===== src/design/rmq_pkg.sv =====
package rmq_pkg;

   localparam int A_W     = 17;
   localparam int RAD_W   = 34;
   localparam int ROOT_W  = RAD_W / 2;
   localparam int SQ_W    = 2 * ROOT_W;
   localparam int SUMSQ_W = SQ_W + 2;
   localparam int NORM_W  = SUMSQ_W / 2;
   localparam int Q_W     = 15;
   localparam int QUAT_W  = 16;
   localparam int POS_W   = 32;
   localparam int LANES   = 4;

   localparam int LANE_W = 0;
   localparam int LANE_X = 1;
   localparam int LANE_Y = 2;
   localparam int LANE_Z = 3;

   localparam logic [Q_W-1:0] ONE_Q14 = 15'd16384;

   typedef struct packed {
      logic signed [15:0] m00;
      logic signed [15:0] m01;
      logic signed [15:0] m02;
      logic signed [15:0] m10;
      logic signed [15:0] m11;
      logic signed [15:0] m12;
      logic signed [15:0] m20;
      logic signed [15:0] m21;
      logic signed [15:0] m22;
      logic [POS_W-1:0]   pos_x;
      logic [POS_W-1:0]   pos_y;
      logic [POS_W-1:0]   pos_z;
   } rmq_pose_type;

   typedef struct packed {
      logic [LANES-1:0] neg;
      logic [POS_W-1:0] pos_x;
      logic [POS_W-1:0] pos_y;
      logic [POS_W-1:0] pos_z;
   } rmq_side_type;

   typedef struct packed {
      rmq_side_type                   side;
      logic [LANES-1:0][ROOT_W-1:0]   root;
   } rmq_norm_tag_type;

endpackage


===== src/design/rmq_front.sv =====
module rmq_front import rmq_pkg::*; (
   input  logic                        clock,
   input  logic                        reset,
   input  logic                        en,
   input  logic                        in_valid,
   input  rmq_pose_type                in_pose,
   output logic                        out_valid,
   output logic [LANES-1:0][RAD_W-1:0] out_rad,
   output rmq_side_type                out_side
);

   localparam int D21M12 = 0;
   localparam int D02M20 = 1;
   localparam int D10M01 = 2;
   localparam int S10P01 = 3;
   localparam int S02P20 = 4;
   localparam int S21P12 = 5;

   logic signed [18:0] e00, e11, e22;
   logic signed [18:0] sum_w, sum_x, sum_y, sum_z;
   logic [A_W-1:0]     a_in [LANES];
   logic [5:0]         sgn_in;

   logic               vld1_ff;
   logic [A_W-1:0]     a_ff [LANES];
   logic [5:0]         sgn_ff;
   logic [POS_W-1:0]   px_ff, py_ff, pz_ff;

   logic               w_max, x_max, y_max;
   logic [LANES-1:0]   neg_in;

   logic               vld2_ff;
   logic [LANES-1:0][RAD_W-1:0] rad_ff;
   rmq_side_type       side_ff;

   assign e00 = 19'(in_pose.m00);
   assign e11 = 19'(in_pose.m11);
   assign e22 = 19'(in_pose.m22);
   assign sum_w =  e00 + e11 + e22 + 19'sd16384;
   assign sum_x =  e00 - e11 - e22 + 19'sd16384;
   assign sum_y = -e00 + e11 - e22 + 19'sd16384;
   assign sum_z = -e00 - e11 + e22 + 19'sd16384;

   assign a_in[LANE_W] = sum_w[18] ? '0 : sum_w[A_W-1:0];
   assign a_in[LANE_X] = sum_x[18] ? '0 : sum_x[A_W-1:0];
   assign a_in[LANE_Y] = sum_y[18] ? '0 : sum_y[A_W-1:0];
   assign a_in[LANE_Z] = sum_z[18] ? '0 : sum_z[A_W-1:0];

   always_comb begin
      logic signed [16:0] d;
      d = 17'(in_pose.m21) - 17'(in_pose.m12);
      sgn_in[D21M12] = d[16];
      d = 17'(in_pose.m02) - 17'(in_pose.m20);
      sgn_in[D02M20] = d[16];
      d = 17'(in_pose.m10) - 17'(in_pose.m01);
      sgn_in[D10M01] = d[16];
      d = 17'(in_pose.m10) + 17'(in_pose.m01);
      sgn_in[S10P01] = d[16];
      d = 17'(in_pose.m02) + 17'(in_pose.m20);
      sgn_in[S02P20] = d[16];
      d = 17'(in_pose.m21) + 17'(in_pose.m12);
      sgn_in[S21P12] = d[16];
   end

   always_ff @(posedge clock) begin
      if (reset) begin
         vld1_ff <= 1'b0;
      end else if (en) begin
         vld1_ff <= in_valid;
      end
      if (en) begin
         a_ff   <= a_in;
         sgn_ff <= sgn_in;
         px_ff  <= in_pose.pos_x;
         py_ff  <= in_pose.pos_y;
         pz_ff  <= in_pose.pos_z;
      end
   end

   assign w_max = a_ff[LANE_W] >= a_ff[LANE_X] && a_ff[LANE_W] >= a_ff[LANE_Y] &&
                  a_ff[LANE_W] >= a_ff[LANE_Z];
   assign x_max = a_ff[LANE_X] >= a_ff[LANE_W] && a_ff[LANE_X] >= a_ff[LANE_Y] &&
                  a_ff[LANE_X] >= a_ff[LANE_Z];
   assign y_max = a_ff[LANE_Y] >= a_ff[LANE_W] && a_ff[LANE_Y] >= a_ff[LANE_X] &&
                  a_ff[LANE_Y] >= a_ff[LANE_Z];

   always_comb begin
      neg_in = '0;
      if (w_max) begin
         neg_in[LANE_X] = sgn_ff[D21M12];
         neg_in[LANE_Y] = sgn_ff[D02M20];
         neg_in[LANE_Z] = sgn_ff[D10M01];
      end else if (x_max) begin
         neg_in[LANE_W] = sgn_ff[D21M12];
         neg_in[LANE_Y] = sgn_ff[S10P01];
         neg_in[LANE_Z] = sgn_ff[S02P20];
      end else if (y_max) begin
         neg_in[LANE_W] = sgn_ff[D02M20];
         neg_in[LANE_X] = sgn_ff[S10P01];
         neg_in[LANE_Z] = sgn_ff[S21P12];
      end else begin
         neg_in[LANE_W] = sgn_ff[D10M01];
         neg_in[LANE_X] = sgn_ff[S02P20];
         neg_in[LANE_Y] = sgn_ff[S21P12];
      end
   end

   always_ff @(posedge clock) begin
      if (reset) begin
         vld2_ff <= 1'b0;
      end else if (en) begin
         vld2_ff <= vld1_ff;
      end
      if (en) begin
         for (int l = 0; l < LANES; l++) begin
            rad_ff[l] <= {1'b0, a_ff[l], 16'b0};
         end
         side_ff.neg   <= neg_in;
         side_ff.pos_x <= px_ff;
         side_ff.pos_y <= py_ff;
         side_ff.pos_z <= pz_ff;
      end
   end

   assign out_valid = vld2_ff;
   assign out_rad   = rad_ff;
   assign out_side  = side_ff;

endmodule


===== config.mk =====
export PLATFORM = sky130hd
export DESIGN_NAME = rmq_front
export DESIGN_NICKNAME = d
export VERILOG_FILES = /design/src/design/rmq_pkg.sv /design/src/design/rmq_front.sv
export SDC_FILE = /design/constraint.sdc
export NUM_CORES = 1
export LEC_CHECK = 0
export BUFFER_PORTS_ARGS = -buffer_cell sky130_fd_sc_hd__buf_2
export CAP_MARGIN = 5
export CORE_ASPECT_RATIO = 2
export CORE_MARGIN = 5
export CORE_UTILIZATION = 56
export CTS_CLUSTER_DIAMETER = 40
export DETAILED_ROUTE_END_ITERATION = 10
export HOLD_SLACK_MARGIN = 0.08
export PLACE_DENSITY = 0.82
export REMOVE_ABC_BUFFERS = 1
export SLEW_MARGIN = 20
export SYNTH_ARGS = -nofsm -noshare
export SYNTH_HDL_FRONTEND = slang
export SYNTH_SLANG_ARGS = --single-unit
export TNS_END_PERCENT = 100

===== constraint.sdc =====
create_clock -name clock -period 13.57 [get_ports clock]
set_input_delay 2.0355 -clock clock [delete_from_list [all_inputs] [get_ports clock]]
set_output_delay 2.0355 -clock clock [all_outputs]
set_load 0.02 [all_outputs]

# After elaboration in Yosys (flattened, before gate mapping)
# Cells that the tools add are included.
[op_classes]
n_reduce_logical = 6
n_addsub = 19
magnitude_cmp = 9
mux = 7
[ops]
columns = ["cell", "count"]
rows = [
  ["greater-or-equal comparator 17 bit", 9],
  ["adder 16 x 16 -> 17 bit", 4],
  ["subtractor 16 x 16 -> 17 bit", 4],
  ["adder 18 x 16 -> 19 bit, second input constant", 2],
  ["adder 19 x 16 -> 19 bit", 2],
  ["adder 19 x 16 -> 19 bit, second input constant", 2],
  ["subtractor 19 x 16 -> 19 bit", 2],
  ["negator 16 -> 19 bit", 1],
  ["adder 17 x 16 -> 18 bit", 1],
  ["subtractor 17 x 16 -> 18 bit", 1],
  ["logical AND 1 bit", 6],
  ["2-to-1 mux 1 bit", 4],
  ["2-to-1 mux 2 bit", 2],
  ["2-to-1 mux 3 bit", 1],
]
[totals]
output_inout_bits = 237
register_bits = 340

# Logic depth before layout (Yosys ltp)
[depth]
depth_word = 6
mapped_depth = 19

# Worst setup path after synthesis
# Ideal clock, no wire load.
[synth_path]
path_type = "input-to-reg"
startpoint = "in in_pose[226] in the netlist's numbering"
endpoint = "reg a_ff[1] in the netlist's numbering, data pin"
cell_stages = 16
required_time_ns = 13.315
setup_time_ns = 0.255
setup_slack_ns = 7.182
arrival_time_ns = 6.134
cell_sequence = "nor3_1 nand2_1 nor3_1 nand2_1 or2_2 nor2_1 xnor2_1 fa_1 ha_1 ha_1 or3_1 a2111oi_4 o31ai_2 a2111oi_4 nor3_4 and2_1"
[synth_between]
elab_chain_len = 4
[synth_rtl]
columns = ["item", "line", "text"]
rows = [
  ["start, declared", "rmq_front.sv:6", "input rmq_pose_type in_pose,"],
  ["negator 16 -> 19 bit", "rmq_front.sv:42", "assign sum_z = -e00 - e11 + e22 + 19'sd16384;"],
  ["subtractor 19 x 16 -> 19 bit", "rmq_front.sv:42", ""],
  ["adder 19 x 16 -> 19 bit (2 in series)", "rmq_front.sv:42", ""],
  ["end signal, assigned", "rmq_front.sv:72", "a_ff <= a_in;"],
  ["end, declared", "rmq_front.sv:25", "logic [A_W-1:0] a_ff [LANES];"],
]
# Every way passes these cells.
# A chain may end at the register's enable or synchronous reset.

# Worst setup path after layout
# Same ends and word-level chain as after synthesis.

==> metrics.csv <==
metric,value,unit
DRC,0,
CTS tree,yes,
clock root buffer,clkbuf_16,
fmax,142,MHz
initial antenna violation count,6,
VDD IR max,0.000108,V
die height,285,um
crit path cell chain,buf_2 > nor3_1 > nand2_1 > nor3_1 > nand2_1 > or2_2 > nor2_1 > xnor2_1 > fa_1 > ha_1 > ha_1 > or3_1 > a2111oi_4 > o31ai_2 > a2111oi_4 > nor3_4 > and2_1,
number of vias per cell,5.60,
post-synthesis sequential area ratio,48.2,%
syn avg cell area,12.6,sq um
Die X,147,um
slowest CP cell,a2111oi_4,
detailed-route via count,14600,
"CTS clk-pin slew, worst paths",0.07,ns
unrepaired setup endpoints after global routing,false,
Boundary Pins,481,
Post-Synthesis Cells,1675,
Place WS,5.86,ns
max incr delay on CP,0.72,ns
Worst setup SP type,input pin,
DRT Wirelength,58.0,mm
Netlist cell types,70,
largest family of logic cells by synthesized area,adder cells,
H-tree depth,1,
vias in the first global route,15500,
max_cap viols,0,
Synth Area in Compound Gates,8.58,%
Overall Global Routing Usage,27.1,%
total gr overflow,0,
Slew @ Worst Pin,1.03,ns
Slew Limit Fails,0,
Crit path arrival time,7.39,ns
Final Skew,0.0158,ns
drt pass-1 iters,4,
largest net degree at the start of global routing,107,
fin crit share,52.1,%
slew margin rel.,31.2,%
core footprint,37300,sq um
Most used DFF post-synth,edfxtp_1,
gpl congestion,0.929,
hold slack,0.411,ns
Power per Cell Area,155,nW/um^2
hold_buf cts,0,
Post-synth EDFFs,338,
number of buffers created by CTS,29,
leakage,11.3,nW
Tmin final,7.07,ns
worst-path fanout max,10,
worst hold path class,reg -> reg,
Crit path required time,13.90,ns
Resize count post-CTS,0,
PnR worst setup slack,6.50,ns
multiplexer share of the synthesized area,0.284,%
Final Hold Vio Count,0,
Async SR Flop Fraction,0,%
Max Root-Sink Buffers,3,
Avg WL per Cell,22.3,um
port bufs,412,
clock sink count,340,
Initial Util,56.7,%
outcome,completed,
Worst Setup End Kind,register,
Worst-Skew Late Latency,0.57,ns
"Setup violations, final",0,
Detailed Route Iter0 Violations,650,
Final #Nets,2761,
post-CTS setup repair buffer count,0,
Post-Synth Adder-Cell Area,26.2,%
row count,100,
synthesized flop and latch total,340,
hpwl dp,48.9,mm
xor/xnor share of the synthesized area,2.76,%
Synth Warn #,0,
die area,42000,sq um
global-route wire length before repair,87.1,mm
Simple-Gate Fraction of Synth Area,7.91,%
Area Growth Syn to Fin,16.0,%
setup_tns,0,ns
"Cell Area, Synth",21200,sq um
Antenna Nets Post-Route,0,
critical path class,in -> reg,
proportion of layout cells with a drive suffix above 1,22.8,%
[path summary, 6_finish.rpt]
path,startpoint,endpoint,slack [ns],cells past startpoint
worst max-delay path,in_pose[226],a_ff[1],6.50,17
worst min-delay path,pz_ff[10],out_side[10],0.41,0
worst max register to register,a_ff[66],out_side[96],9.88,10
worst min register to register,pz_ff[10],out_side[10],0.41,0
[per-layer routing]
metal	routed length [um]	vias up	part of all wire [%]	track usage [%]
met5	27	-	0.047	0
met4	4680	4	8.1	18.7
met3	3050	205	5.3	4.12
met2	32300	544	56	52.9
met1	17900	7026	31	24.9
li1	-	6785	-	-
[cell type report]
cell class                      instances  area, sq um
Tap cell                              459          574
Multi-Input combinational cell       1130         9940
Clock buffer                           30          729
Clock inverter                         21          235
Antenna cell                            4         10.0
Sequential cell                       340        10200
Inverter                              197          739
Timing Repair Buffer                  418         2120
Fill cell                            2837        12800
[logic make-up after synthesis]
family	Yosys count
fa+ha+maj	401
simple gates	314
flops	340
xor+xnor	65
buf+inv	272
mux	6
compound gates	276
other cells	1
[state kept, by name (all words and copies together), names as in the netlist]
name	cells
px_ff	32
a_ff	68
pz_ff	32
out_valid	1
py_ff	32
out_rad	68
sgn_ff	6
out_side	100
vld1_ff	1
[synth_stat cells, types with 21 or more instances]
cell / number / share of area, %
edfxtp_1: 338 / 48
ha_1: 331 / 20
inv_1: 197 / 3.5
a21oi_1: 92 / 2.2
nor2_1: 76 / 1.3
buf_4: 70 / 2.5
fa_1: 70 / 6.6
o21ai_0: 46 / 1.1
nand2_1: 43 / 0.76
xnor2_1: 39 / 1.6
nor3_1: 38 / 0.90
a21o_1: 36 / 1.3
nand4_1: 25 / 0.74
xor2_1: 25 / 1.0
nor4_1: 21 / 0.62
[critical path: cells and delay by family]
| kind | cells | cell delay (ns) |
|---|---|---|
| compound gates | 3 | 1.24 |
| xor+xnor | 1 | 0.19 |
| fa+ha+maj | 3 | 1.05 |
| buf+inv | 1 | 0.14 |
| simple gates | 9 | 2.72 |
[through the flow]
| step | instances | cell area, sq um | util [%] | power (mW) |
|---|---|---|---|---|
| after CTS | 2595 | 24500 | 65.8 | 3.83 |
| final | 2599 | 24500 | 65.8 | 3.81 |
| after global placement | 2544 | 23600 | 63.2 | 2.93 |
| after detailed placement | 2544 | 23600 | 63.2 | 2.99 |
| after floorplan | 1667 | 20900 | - | 2.45 |
| after global routing | 2599 | 24500 | 65.8 | 4.05 |
[layout by cell type, fill, tap and decap left out, drive strengths merged, types with 4 or more instances in the layout]
cell type  count
o21a           8
mux2i          6
edfxtp       338
o211ai         4
a21oi         93
conb          68
inv          202
a211oi        10
a2111oi        7
clkinv        12
o21bai        19
nor2b         20
diode          4
buf          418
and3           7
fa            70
nand3         18
ha           331
o31ai          8
nor4          22
a21o          36
or2            8
a31oi         12
o21ai         47
nor2          76
clkbuf        30
nor3          40
nand2         43
xor2          25
o311a          4
nand4         25
and4           4
and2          14
nand2b        18
or3            8
xnor2         39
[where the power goes]
| part | total, mW | leakage (nW) | internal (mW) | switching (mW) |
|---|---|---|---|---|
| Clock | 0.832 | 0.468 | 0.457 | 0.376 |
| Combinational | 1.45 | 7.53 | 0.572 | 0.881 |
| Sequential | 1.53 | 3.31 | 1.39 | 0.136 |
| Total | 3.81 | 11.3 | 2.42 | 1.39 |
(Power assumes the default switching activity.)
